[src/rtl/fstp_pkg.sv]
// Fuzzy self-tuning PID: shared types, fuzzy set breakpoints and rule tables.
// No dependencies; imported by fuzzy_self_tuning_pid_unit.
package fstp_pkg;

   localparam int SETS_MAX = 7;

   typedef logic [2:0]          set_idx_type;
   typedef logic [16:0]         grade_type;
   typedef logic signed [27:0]  err_type;
   typedef logic [30:0]         gain_type;

   typedef enum logic [2:0] {
      CSR_P_GAIN  = 3'd0,
      CSR_I_GAIN  = 3'd1,
      CSR_D_GAIN  = 3'd2,
      CSR_FLOOR   = 3'd3,
      CSR_CEILING = 3'd4
   } csr_idx_type;

   // left foot, peak, right foot (units)
   localparam int SET_PTS [SETS_MAX][3] = '{
      '{-3, -3, -2}, '{-3, -2, 0}, '{-3, -1, 1}, '{-2, 0, 2},
      '{-1, 1, 3},   '{0, 2, 3},   '{2, 3, 3}};

   localparam logic [2:0] P_TABLE [SETS_MAX][SETS_MAX] = '{
      '{6, 6, 5, 5, 4, 3, 3}, '{6, 6, 5, 4, 4, 3, 2}, '{5, 5, 5, 4, 3, 2, 2},
      '{5, 5, 4, 3, 2, 1, 1}, '{4, 4, 3, 2, 2, 1, 1}, '{4, 3, 2, 1, 1, 1, 0},
      '{3, 3, 1, 1, 1, 0, 0}};
   localparam logic [2:0] I_TABLE [SETS_MAX][SETS_MAX] = '{
      '{0, 0, 1, 1, 2, 3, 3}, '{0, 0, 1, 2, 2, 3, 3}, '{0, 1, 2, 2, 3, 4, 4},
      '{1, 1, 2, 3, 4, 5, 5}, '{1, 2, 3, 4, 4, 5, 6}, '{3, 3, 4, 4, 5, 6, 6},
      '{3, 3, 4, 5, 5, 6, 6}};
   localparam logic [2:0] D_TABLE [SETS_MAX][SETS_MAX] = '{
      '{4, 2, 0, 0, 0, 1, 4}, '{4, 2, 0, 1, 1, 2, 3}, '{3, 2, 1, 1, 2, 2, 3},
      '{3, 2, 2, 2, 2, 2, 3}, '{3, 3, 3, 3, 3, 3, 3}, '{6, 2, 4, 4, 4, 4, 6},
      '{6, 5, 5, 5, 4, 4, 6}};

   // ceil(2^28 / 50): floor(y / 50) = (y * DIV50_MUL) >> 28 for y < 2^22
   localparam logic signed [24:0] DIV50_MUL = 25'sd5368710;

   // triangular membership, signed Q12.16 input, result 0..65536
   function automatic grade_type member(input err_type x, input int k);
      logic signed [29:0] xa;
      logic signed [29:0] a;
      logic signed [29:0] b;
      logic signed [29:0] c;
      logic signed [29:0] v;
      grade_type r;
      xa = 30'(x);
      a  = 30'(SET_PTS[k][0] * 65536);
      b  = 30'(SET_PTS[k][1] * 65536);
      c  = 30'(SET_PTS[k][2] * 65536);
      r  = '0;
      if (xa > a && xa <= b) begin
         v = xa - a;
         r = (SET_PTS[k][1] - SET_PTS[k][0] == 1) ? v[16:0] : v[17:1] + 17'(v[0]);
      end else if (xa > b && xa <= c) begin
         v = c - xa;
         r = (SET_PTS[k][2] - SET_PTS[k][1] == 1) ? v[16:0] : v[17:1] + 17'(v[0]);
      end
      return r;
   endfunction

   // defuzzification numerator plus 100 rounding and 400000 bias (keeps it positive)
   function automatic logic [21:0] defuzz_num(input logic [2:0] idx, input grade_type w);
      int a;
      int b;
      int c;
      int v;
      a = 0;
      b = 0;
      c = 0;
      for (int k = 0; k < SETS_MAX; k++) begin
         if (idx == 3'(k)) begin
            a = SET_PTS[k][0];
            b = SET_PTS[k][1];
            c = SET_PTS[k][2];
         end
      end
      v = ((b - a) - (c - b)) * int'(w) + (a + c) * 65536 + 400100;
      return v[21:0];
   endfunction

endpackage

[src/rtl/fuzzy_self_tuning_pid_unit.sv]
// Fuzzy self-tuning PID unit: top level, sequencer around one shared multiplier.
// Depends on fstp_pkg (set breakpoints, rule tables, membership helpers).
//
// Usage:
//  req_ channel carries one sample (setpoint, measurement); rsp_ channel returns the
//  clamped drive value and the tuned P, I and D gains for that sample.
//  csr_ port writes gains and output limits; writing a gain also loads the live gain.
//  Each request runs from accept to the next accept through scaling, error and
//  fuzzification, the rule search (one rule cell per cycle, SET_COUNT squared
//  cells), defuzzification, the PID update, the load of the output register and
//  the return to idle.
//  Divide, defuzzify and PID products use one 25x29 multiplier with a registered product.
//  req_tready is high only while the sequencer is idle; one request at a time.
//  The result sits in an output register; a new request is taken while it waits,
//  and its own result is held back until rsp_tready takes the older one.
//  Reset clears gains, limits, error history, accumulator and fired rule cell.
//  A stalled receiver just holds rsp_tvalid and rsp_tdata steady.
module fuzzy_self_tuning_pid_unit #(
   parameter int FUZZY_SETS = 7
) (
   input  logic                   clock,
   input  logic                   reset,
   input  logic                   req_tvalid,
   output logic                   req_tready,
   input  logic [31:0]            req_tdata,   // target_value, measured_value
   output logic                   rsp_tvalid,
   input  logic                   rsp_tready,
   output logic [127:0]           rsp_tdata,   // drive_value, p_gain, i_gain, d_gain, pad
   input  logic                   csr_write,
   input  logic [2:0]             csr_index,
   input  logic [31:0]            csr_wdata
);
   import fstp_pkg::*;

   localparam int SET_COUNT = (FUZZY_SETS < SETS_MAX) ? FUZZY_SETS : SETS_MAX;

   typedef enum logic [3:0] {
      ST_IDLE, ST_SCALE_T, ST_SCALE_M, ST_ERROR, ST_FUZZ, ST_INFER,
      ST_DEFUZZ, ST_TUNE, ST_PID, ST_FINISH, ST_DONE
   } state_type;

   state_type               state_ff;
   logic signed [15:0]      tgt_ff, meas_ff;
   err_type                 qt_ff, err_ff, last_err_ff;
   gain_type                gain_p_ff, gain_i_ff, gain_d_ff;
   logic signed [31:0]      floor_ff, ceil_ff, accum_ff;
   grade_type               es_ff [SETS_MAX];
   grade_type               ds_ff [SETS_MAX];
   grade_type               best_ff;
   set_idx_type             row_ff, col_ff, frow_ff, fcol_ff;
   logic [1:0]              sel_ff;
   logic [2:0]              pid_ff;
   logic signed [53:0]      prod_ff;
   logic signed [62:0]      macc_ff;
   logic                    rsp_valid_ff;
   logic [127:0]            rsp_data_ff;

   logic signed [24:0]      mul_a;
   logic signed [28:0]      mul_b;
   logic [31:0]             gsum;
   logic [2:0]              def_idx;
   logic signed [14:0]      delta;
   logic signed [32:0]      tuned_raw;
   gain_type                tuned;
   logic signed [27:0]      q_scaled;
   logic signed [15:0]      scale_src;
   logic signed [15:0]      q_src;
   logic [21:0]             scale_y;
   err_type                 de;
   grade_type               rule_grade;
   logic signed [62:0]      term;
   logic signed [62:0]      rnd;
   logic signed [47:0]      sum48;
   logic signed [31:0]      clamped;

   assign req_tready = (state_ff == ST_IDLE);
   assign rsp_tvalid = rsp_valid_ff;
   assign rsp_tdata  = rsp_data_ff;

   assign gsum      = {1'b0, gain_p_ff} + {1'b0, gain_i_ff};
   assign scale_src = (state_ff == ST_SCALE_T) ? tgt_ff : meas_ff;
   assign q_src     = (state_ff == ST_SCALE_M) ? tgt_ff : meas_ff;
   assign scale_y   = 22'($signed(23'(scale_src) * 23'sd36) + 23'sd1180025);
   assign q_scaled  = 28'(q_src) * 28'sd1310 + 28'($signed({1'b0, prod_ff[43:28]}))
                      - 28'sd23600;
   assign de        = err_ff - last_err_ff;
   assign rule_grade = (es_ff[row_ff] < ds_ff[col_ff]) ? es_ff[row_ff] : ds_ff[col_ff];

   always_comb begin
      unique case (sel_ff)
         2'd0:    def_idx = P_TABLE[frow_ff][fcol_ff];
         2'd1:    def_idx = I_TABLE[frow_ff][fcol_ff];
         default: def_idx = D_TABLE[frow_ff][fcol_ff];
      endcase
   end

   assign delta = $signed({1'b0, prod_ff[43:30]}) - 15'sd2000;

   always_comb begin
      unique case (sel_ff)
         2'd0:    tuned_raw = $signed({2'b0, gain_p_ff}) + 33'(delta);
         2'd1:    tuned_raw = $signed({2'b0, gain_i_ff}) + 33'(delta);
         default: tuned_raw = $signed({2'b0, gain_d_ff}) + 33'(delta);
      endcase
      if (tuned_raw[32])
         tuned = '0;
      else if (tuned_raw[31])
         tuned = '1;
      else
         tuned = tuned_raw[30:0];
   end

   always_comb begin
      mul_a = DIV50_MUL;
      mul_b = 29'($signed({1'b0, scale_y}));
      unique case (state_ff)
         ST_DEFUZZ: mul_b = 29'($signed({1'b0, defuzz_num(def_idx, best_ff)}));
         ST_PID: begin
            unique case (pid_ff[1:0])
               2'd0: begin
                  mul_a = $signed({9'b0, gsum[15:0]});
                  mul_b = 29'(err_ff);
               end
               2'd1: begin
                  mul_a = $signed({9'b0, gsum[31:16]});
                  mul_b = 29'(err_ff);
               end
               2'd2: begin
                  mul_a = $signed({9'b0, gain_p_ff[15:0]});
                  mul_b = 29'(last_err_ff);
               end
               default: begin
                  mul_a = $signed({10'b0, gain_p_ff[30:16]});
                  mul_b = 29'(last_err_ff);
               end
            endcase
         end
         default: ;
      endcase
   end

   always_comb begin
      term = 63'(prod_ff);
      unique case (pid_ff - 3'd1)
         3'd0:    term = 63'(prod_ff);
         3'd1:    term = 63'(prod_ff) <<< 16;
         3'd2:    term = -63'(prod_ff);
         default: term = -(63'(prod_ff) <<< 16);
      endcase
   end

   assign rnd   = (macc_ff + 63'sd32768) >>> 16;
   assign sum48 = 48'(accum_ff) + $signed(rnd[47:0]);

   always_comb begin
      if (sum48 > 48'(ceil_ff))
         clamped = ceil_ff;
      else if (sum48 < 48'(floor_ff))
         clamped = floor_ff;
      else
         clamped = sum48[31:0];
   end

   always_ff @(posedge clock) begin
      prod_ff <= mul_a * mul_b;
      if (reset) begin
         state_ff     <= ST_IDLE;
         gain_p_ff    <= '0;
         gain_i_ff    <= '0;
         gain_d_ff    <= '0;
         floor_ff     <= '0;
         ceil_ff      <= '0;
         accum_ff     <= '0;
         last_err_ff  <= '0;
         frow_ff      <= '0;
         fcol_ff      <= '0;
         rsp_valid_ff <= 1'b0;
      end else begin
         if (rsp_valid_ff && rsp_tready && state_ff != ST_DONE)
            rsp_valid_ff <= 1'b0;
         if (csr_write) begin
            priority case (csr_index)
               CSR_P_GAIN:  gain_p_ff <= csr_wdata[30:0];
               CSR_I_GAIN:  gain_i_ff <= csr_wdata[30:0];
               CSR_D_GAIN:  gain_d_ff <= csr_wdata[30:0];
               CSR_FLOOR:   floor_ff  <= csr_wdata;
               CSR_CEILING: ceil_ff   <= csr_wdata;
               default: ;
            endcase
         end
         unique case (state_ff)
            ST_IDLE: begin
               if (req_tvalid) begin
                  tgt_ff   <= req_tdata[15:0];
                  meas_ff  <= req_tdata[31:16];
                  state_ff <= ST_SCALE_T;
               end
            end
            ST_SCALE_T: state_ff <= ST_SCALE_M;
            ST_SCALE_M: begin
               qt_ff    <= q_scaled;
               state_ff <= ST_ERROR;
            end
            ST_ERROR: begin
               err_ff   <= qt_ff - q_scaled;
               state_ff <= ST_FUZZ;
            end
            ST_FUZZ: begin
               for (int k = 0; k < SETS_MAX; k++) begin
                  es_ff[k] <= member(err_ff, k);
                  ds_ff[k] <= member(de, k);
               end
               best_ff  <= '0;
               row_ff   <= '0;
               col_ff   <= '0;
               state_ff <= ST_INFER;
            end
            ST_INFER: begin
               if (rule_grade > best_ff) begin
                  best_ff <= rule_grade;
                  frow_ff <= row_ff;
                  fcol_ff <= col_ff;
               end
               if (col_ff == set_idx_type'(SET_COUNT - 1)) begin
                  col_ff <= '0;
                  row_ff <= row_ff + 3'd1;
                  if (row_ff == set_idx_type'(SET_COUNT - 1)) begin
                     sel_ff   <= '0;
                     state_ff <= ST_DEFUZZ;
                  end
               end else begin
                  col_ff <= col_ff + 3'd1;
               end
            end
            ST_DEFUZZ: state_ff <= ST_TUNE;
            ST_TUNE: begin
               unique case (sel_ff)
                  2'd0:    gain_p_ff <= tuned;
                  2'd1:    gain_i_ff <= tuned;
                  default: gain_d_ff <= tuned;
               endcase
               if (sel_ff == 2'd2) begin
                  pid_ff   <= '0;
                  macc_ff  <= '0;
                  state_ff <= ST_PID;
               end else begin
                  sel_ff   <= sel_ff + 2'd1;
                  state_ff <= ST_DEFUZZ;
               end
            end
            ST_PID: begin
               if (pid_ff != 3'd0)
                  macc_ff <= macc_ff + term;
               pid_ff <= pid_ff + 3'd1;
               if (pid_ff == 3'd4)
                  state_ff <= ST_FINISH;
            end
            ST_FINISH: begin
               accum_ff    <= clamped;
               last_err_ff <= err_ff;
               state_ff    <= ST_DONE;
            end
            ST_DONE: begin
               if (!rsp_valid_ff || rsp_tready) begin
                  rsp_data_ff  <= {3'b0, gain_d_ff, gain_i_ff, gain_p_ff, accum_ff};
                  rsp_valid_ff <= 1'b1;
                  state_ff     <= ST_IDLE;
               end
            end
            default: state_ff <= ST_IDLE;
         endcase
      end
   end

endmodule
[config.mk]
export PLATFORM = sky130hd
export DESIGN_NAME = fuzzy_self_tuning_pid_unit
export DESIGN_NICKNAME = d
export VERILOG_FILES = /design/src/rtl/fstp_pkg.sv /design/src/rtl/fuzzy_self_tuning_pid_unit.sv
export SDC_FILE = /design/constraint.sdc
export NUM_CORES = 2
export LEC_CHECK = 0
export BUFFER_PORTS_ARGS = -buffer_cell sky130_fd_sc_hd__buf_2
export CAP_MARGIN = 0
export CORE_AREA = 2 2 391 393
export DETAILED_ROUTE_END_ITERATION = 7
export DIE_AREA = 0 0 393 395
export GPL_TIMING_DRIVEN = 0
export HOLD_SLACK_MARGIN = 0.02
export MAX_ROUTING_LAYER = met4
export PLACE_DENSITY_LB_ADDON = 0.3
export SLEW_MARGIN = 20
export SYNTH_ARGS = -nofsm -noshare
export SYNTH_HDL_FRONTEND = slang
export SYNTH_SLANG_ARGS = --single-unit
[constraint.sdc]
create_clock -name clock -period 16.65 [get_ports clock]
set_clock_uncertainty 0.1 [all_clocks]
set_input_delay 0 -clock clock [delete_from_list [all_inputs] [get_ports clock]]
set_output_delay 0 -clock clock [all_outputs]
set_load 0.02 [all_outputs]
---- After elaboration in Yosys (flattened, before gate mapping) ----
Memory sizes are Yosys's and may differ from the RTL's. A register that Yosys moved wholly into a read port is not among the register bits.
Index checks and enable logic that the tools add are counted.
word-level totals
  flip-flop bits (word level) ............. 585
  memories kept ........................... 5
  word-level logic and storage cells ...... 366
  output and inout port bits .............. 130
  bits of input ports ..................... 72
  memory bits (writable) .................. 238
  memory bits (read-only) ................. 504
cells by class
  reductions and logical operators ........ 48
  muxes and demuxes ....................... 150
  eq/ne operators ......................... 39
  multiply operators ...................... 4
  $lt $le $gt $ge ......................... 34
  bitwise logic cells ..................... 3
  $add $sub $neg .......................... 60
memory list
  memory           depth  bits a word  rd ports  clocked after memory_dff  wr ports  line                              text
  (no name shown)  8      21           1         0                         0         fuzzy_self_tuning_pid_unit.sv:93  default: def_idx = D_TABLE[frow_ff][fcol_ff];
  (no name shown)  8      21           1         0                         0         fuzzy_self_tuning_pid_unit.sv:92  2'd1: def_idx = I_TABLE[frow_ff][fcol_ff];
  (no name shown)  8      21           1         0                         0         fuzzy_self_tuning_pid_unit.sv:91  2'd0: def_idx = P_TABLE[frow_ff][fcol_ff];
  ds_ff            7      17           1         1                         7         fuzzy_self_tuning_pid_unit.sv:48  grade_type ds_ff [SETS_MAX];
  es_ff            7      17           1         1                         7         fuzzy_self_tuning_pid_unit.sv:47  grade_type es_ff [SETS_MAX];
operators with widths
  cell                                                                      count
  17-bit 2-to-1 mux                                                         58
  32-bit 2-to-1 mux                                                         25
  31-bit 2-to-1 mux                                                         14
  17-bit by 1-bit adder with 17-bit output                                  16
  63-bit one-hot mux with 3 select lines                                    1
  28-bit by 19-bit > comparator with 1-bit output (second input constant)   6
  28-bit by 19-bit <= comparator with 1-bit output (second input constant)  6
  21-bit 2-to-1 mux                                                         6
  63-bit 2-to-1 mux                                                         2
  63-bit one-hot mux with 2 select lines                                    1
  28-bit by 18-bit > comparator with 1-bit output (second input constant)   4
  28-bit by 18-bit <= comparator with 1-bit output (second input constant)  4
  32-bit by 15-bit adder with 33-bit output                                 3
  32-bit subtractor                                                         3
  18-bit subtractor (first input constant)                                  4
  18-bit subtractor (second input constant)                                 4
  33-bit one-hot mux with 2 select lines                                    1
  63-bit by 17-bit adder with 63-bit output (second input constant)         1
  63-bit adder                                                              1
  53-bit negation with 63-bit output                                        1
  63-bit negation                                                           1
  29-bit one-hot mux with 2 select lines                                    1
  28-bit by 1-bit > comparator with 1-bit output (second input constant)    2
  28-bit by 17-bit > comparator with 1-bit output (second input constant)   2
  68 further kinds                                                          171

---- Longest topological paths before layout ----
  depth after elaboration ................. 24
  mapped depth ............................ 78
  gate-level depth less buffers ........... 75

---- Worst setup path before layout ----
Ideal clock, no wire load.
  path kind ............................... register to register
  from .................................... register frow_ff[1]
  to ...................................... register prod_ff[52]
  arrival time ............................ 17425 ps
  path buffers ............................ 3
  library setup time ...................... 72 ps
  path slack .............................. -947 ps
  data required time ...................... 16478 ps
  clock period less this slack ............ 17597 ps
  stages on the path, launching flop included .. 69
  path through ............................ dfxtp_1 clkbuf_1 inv_1 ha_1 and2_0 a2111oi_0 o31ai_1 a221oi_1 inv_1 o21ai_0 inv_1 fa_1 ha_1 a21oi_1 o21a_1 o21bai_1 a21o_1 fa_1 (+33 left out) inv_1 fa_1 inv_1 fa_1 inv_1 ha_1 a21o_1 a21o_1 a21oi_1 o21bai_1 a21oi_1 o21ai_0 a31oi_1 o311ai_0 a31oi_1 o21ai_0 a21oi_1 xnor2_1
between the ends
  longest elaborated chain between the ends .. 24
  elaborated cells between the ends (all ways) .. 59
  those cells by class .................... add/sub (6); mul (2); eq/ne (6); mux (40); bitwise (1); reduce/logical (1); memory (3)
RTL lines
  element                                                              line                                                                                                  text
  start: declaration                                                   fuzzy_self_tuning_pid_unit.sv:50                                                                      set_idx_type row_ff, col_ff, frow_ff, fcol_ff;
  start signal: assignment                                             fuzzy_self_tuning_pid_unit.sv:221                                                                     frow_ff <= row_ff;
  3-bit NOT with 4-bit output (not written as such) (*)                fuzzy_self_tuning_pid_unit.sv:91, fuzzy_self_tuning_pid_unit.sv:92, fuzzy_self_tuning_pid_unit.sv:93
  memory read 8 x 21 bit, on equally long branches                     n/a
  21-bit 2-to-1 mux, on equally long branches (2 in series)            fuzzy_self_tuning_pid_unit.sv:93, fuzzy_self_tuning_pid_unit.sv:91, fuzzy_self_tuning_pid_unit.sv:92
  3-bit binary-select mux with 3-bit select, on equally long branches  fuzzy_self_tuning_pid_unit.sv:93, fuzzy_self_tuning_pid_unit.sv:91, fuzzy_self_tuning_pid_unit.sv:92
  3-bit 2-to-1 mux, on equally long branches (2 in series)             fuzzy_self_tuning_pid_unit.sv:93, fuzzy_self_tuning_pid_unit.sv:91, fuzzy_self_tuning_pid_unit.sv:92
  3-bit one-hot mux with 2 select lines (*)                            fuzzy_self_tuning_pid_unit.sv:90                                                                      unique case (sel_ff)
  3-bit zero test                                                      fstp_pkg.sv:74                                                                                        if (idx == 3'(k)) begin
  32-bit 2-to-1 mux (7 in series)                                      fstp_pkg.sv:74
  32-bit 2-to-1 mux                                                    fuzzy_self_tuning_pid_unit.sv:116                                                                     unique case (state_ff)
  32-bit subtractor (2 in series)                                      fstp_pkg.sv:80                                                                                        v = ((b - a) - (c - b)) * int'(w) + (a + c) * 65536 + 400100;
  32-bit by 18-bit multiplier with 22-bit output                       fstp_pkg.sv:80
  22-bit adder (*)                                                     fstp_pkg.sv:80
  22-bit by 20-bit adder with 22-bit output (*)                        fstp_pkg.sv:80
  29-bit one-hot mux with 2 select lines (*)                           fuzzy_self_tuning_pid_unit.sv:116
  24-bit by 29-bit multiplier with 53-bit output (*)                   fuzzy_self_tuning_pid_unit.sv:165                                                                     prod_ff <= mul_a * mul_b;
  end signal: assignment                                               fuzzy_self_tuning_pid_unit.sv:165
  end: declaration                                                     fuzzy_self_tuning_pid_unit.sv:53                                                                      logic signed [53:0] prod_ff;
Mark *: on every way between the ends. The rest lies on a longest branch, timed or not. The select of a mux whose other input is x is not followed.
A chain may end at the register's enable or synchronous reset.

---- Worst setup path after layout ----
  from .................................... register frow_ff[1]
  to ...................................... register prod_ff[53]
Same word-level chain as after synthesis.

==> qor.yml <==
yosysSeqAreaShare_pct: 24.9
avgSynthCellArea_sq_um: 9.15
final_nets: 12000
yosys.area.top_type: "edfxtp_1"
status: "finished, violations left"
hold_path_depth: 4
start_util_pct: 58.5
end_kind: "register"
r2r-start: "frow_ff[1]"
cp.arrival_ns: 17.66
ys.flop_type: "edfxtp_1"
cp_max_fo: 7
worstReg2RegEnd: "prod_ff[53]"
path_common_cell: "fa_1"
synth_area_sq_um: 88400
io_buffers: 197
yosys.cell_types.count: 109
wl_per_cell_microns: 24.6
synth_edf_count: 542
slew_headroom_pct: 10.1
rr_worst_depth: 65
vias: 76800
via_per_inst: 6.21
fp.dieArea_sq_um: 155000
synth_most_common_cell: "inv_1"
drv_slew: 0
drive_above_1_share_pct: 9.43
cts_max_path_buffers: 3
fp-row-count: 143
finalSetupTns_ns: -6.16
max_cap_violations: 0
layout_min_cycle_time_ns: 17.15
synth.top_cell.area_share_pct: 18.4
clock.fmax_mhz: 58.3
die_h_microns: 395
grt_pass1_vias: 75000
worstHoldStart: "csr_wdata[0]"
min_period_over_period_pct: 103
worstPathRequired_ns: 17.16
fill_cells: 12200
drtAntennaViolNets: 0
synth_area_leaders: "edfxtp_1 18%, fa_1 18%, ha_1 12%, dfxtp_1 6.5%, inv_1 5.7%"
core-area_sq_um: 151000
ys_warn_count: 0
antenna_found_initial: 15
clk_pin_slew_ns: 0.07
globalplace.congestion: 1.09
r2r_setup_slack_ns: -0.50
seq_area_sq_um: 22000
synth_common_cells: "1333 x inv_1, 1194 x nand2_1, 832 x ha_1, 799 x fa_1, 542 x edfxtp_1"
grt_overflow: 0
worst_slack_ns: -0.505
die_width_microns: 393
io_pins: 202
worstHoldEndpoint: "gain_p_ff[0]"
syn_to_final_growth_pct: 12.9
critical-path-slowest-cell: "fa_2"
tightest_slew_ns: 1.34
multi_input_area_sq_um: 61600
dr.pass1.iters: 8
htreeDepth: 3
root_buffer: "clkbuf_16"
hpwl_mm: 239
remaining_drc_errors: 0
yosys_register_bits: 830
slowest_delay_ns: 0.60
cts_tree: "done"
syn_inst: 9664
holdCritPathClass: "input port to register"
synthArstFlopShare_pct: 0
clock_latency_ns: 0.78
clock_sinks: 830
grt_use_total_pct: 39.9
cts_buffers: 92
start_kind: "register"
violations: "negative setup slack"
dpl_worst_slack_ns: -3.91
finalHoldViolCount: 0
routed_wl_mm: 304
rsz0062_at_grt: "yes"
crit_type: "register to register"
grt_max_degree: 33
finalSetupViolations: 24
grt_pass1_wl_mm: 454
drt_iter0_markers: 9889
[logic make-up (layout without fill, tap and decap cells)]
logic type	count (synthesis)	count (layout)	share of synthesized area, %
flip-flops	830	830	24.9
XOR/XNOR	556	556	5.58
AND/OR/NAND/NOR	2702	2702	14.0
multiplexers	269	269	3.64
AO/OA/AOI/OAI	1939	1939	14.5
buffers and inverters	1735	2376	7.43
adder cells (fa/ha/maj)	1631	1631	29.9
other	2	36	0.00849
[metrics by stage]
step	instances	utilization (%)	hold WS [ns]	cell area, sq um
floorplan	9686	-	-0.00113	88600
global route	12400	66.0	0.0513	99800
global placement	11900	60.9	0.0770	92100
finish	12400	66.0	0.0472	99800
CTS	12300	65.5	0.0210	99000
detailed placement	12000	61.4	0.0785	92900
[state kept, by name, summed over array words and instances, names as in the netlist, 4 cells and up, named ones only]
name,count
prod_ff,54
floor_ff,32
gain_i_ff,31
state_ff,4
gain_d_ff,31
last_err_ff,28
rsp_tdata,125
macc_ff,63
meas_ff,16
tgt_ff,16
gain_p_ff,31
ceil_ff,32
ds_ff,119
es_ff,119
err_ff,28
qt_ff,28
accum_ff,32
best_ff,17
[worst max-delay path: cells and delay by family (launching register included)]
family	cells	cell delay, ns
compound gates	22	3.71
xor+xnor	2	0.46
fa+ha+maj	20	9.21
buf+inv	13	1.59
flops	1	0.36
mux	1	0.46
simple gates	7	1.02
[cell usage in the layout (no fill, tap or decap), types with 133 or more instances in the layout]
cell | synthesis | layout
inv_1 | 1333 | 1305
nand2_1 | 1194 | 1183
ha_1 | 832 | 797
fa_1 | 799 | 779
edfxtp_1 | 542 | 542
nor2_1 | 538 | 526
a21oi_1 | 502 | 480
xnor2_1 | 376 | 361
clkbuf_1 | 343 | 326
o21ai_0 | 330 | 305
dfxtp_1 | 288 | 286
buf_2 | 14 | 229
a21o_1 | 209 | 208
xor2_1 | 172 | 163
mux2i_1 | 162 | 160
and2_1 | 159 | 157
o22ai_1 | 155 | 149
nand3_1 | 138 | 137
dlygate4sd3_1 | 0 | 133
[cell type report]
type / count / share of cell area (%)
plain buffers: 394 / 1.74
repair buffers: 469 / 3.70
well taps: 2030 / 2.54
clock buffers: 121 / 2.55
diodes: 12 / 0.0301
inverters: 1339 / 5.05
flip-flops and latches: 830 / 22.1
clock inverters: 53 / 0.599
multi-input cells: 7121 / 61.7
[timing repair]
| action | 4_1_cts | 5_1_grt |
|---|---|---|
| gates resized for setup | 250 | 133 |
| hold buffers | 133 | 0 |
| endpoints found under the hold margin | 229 | 0 |
| cloned | 1 | 1 |
| endpoints found under the setup margin | 42 | 35 |
| pin swaps | 104 | 110 |
| buffers inserted | 58 | 31 |
[worst max-delay path by stage]
stage,from,endpoint,slack [ns]
after floorplan,frow_ff[1],prod_ff[53],0.06
after global placement,frow_ff[1],prod_ff[53],-3.81
after detailed placement,frow_ff[1],prod_ff[53],-3.91
after CTS,frow_ff[1],prod_ff[53],-0.18
after global routing,frow_ff[1],prod_ff[53],-0.98
final,frow_ff[1],prod_ff[53],-0.50
[metal layers]
metal / GRT usage [%] / routed length (microns) / up-vias
met2: 58.7 / 133000 / 4353
li1: - / - / 34100
met1: 52.3 / 119000 / 37500
met4: 16.0 / 14300 / 0
met3: 10.8 / 37500 / 801
met5: - / 0 / -
Power is left out: the tool's default activity adds up to more than one toggle a clock period on the data nets, which glitch-free logic cannot reach.
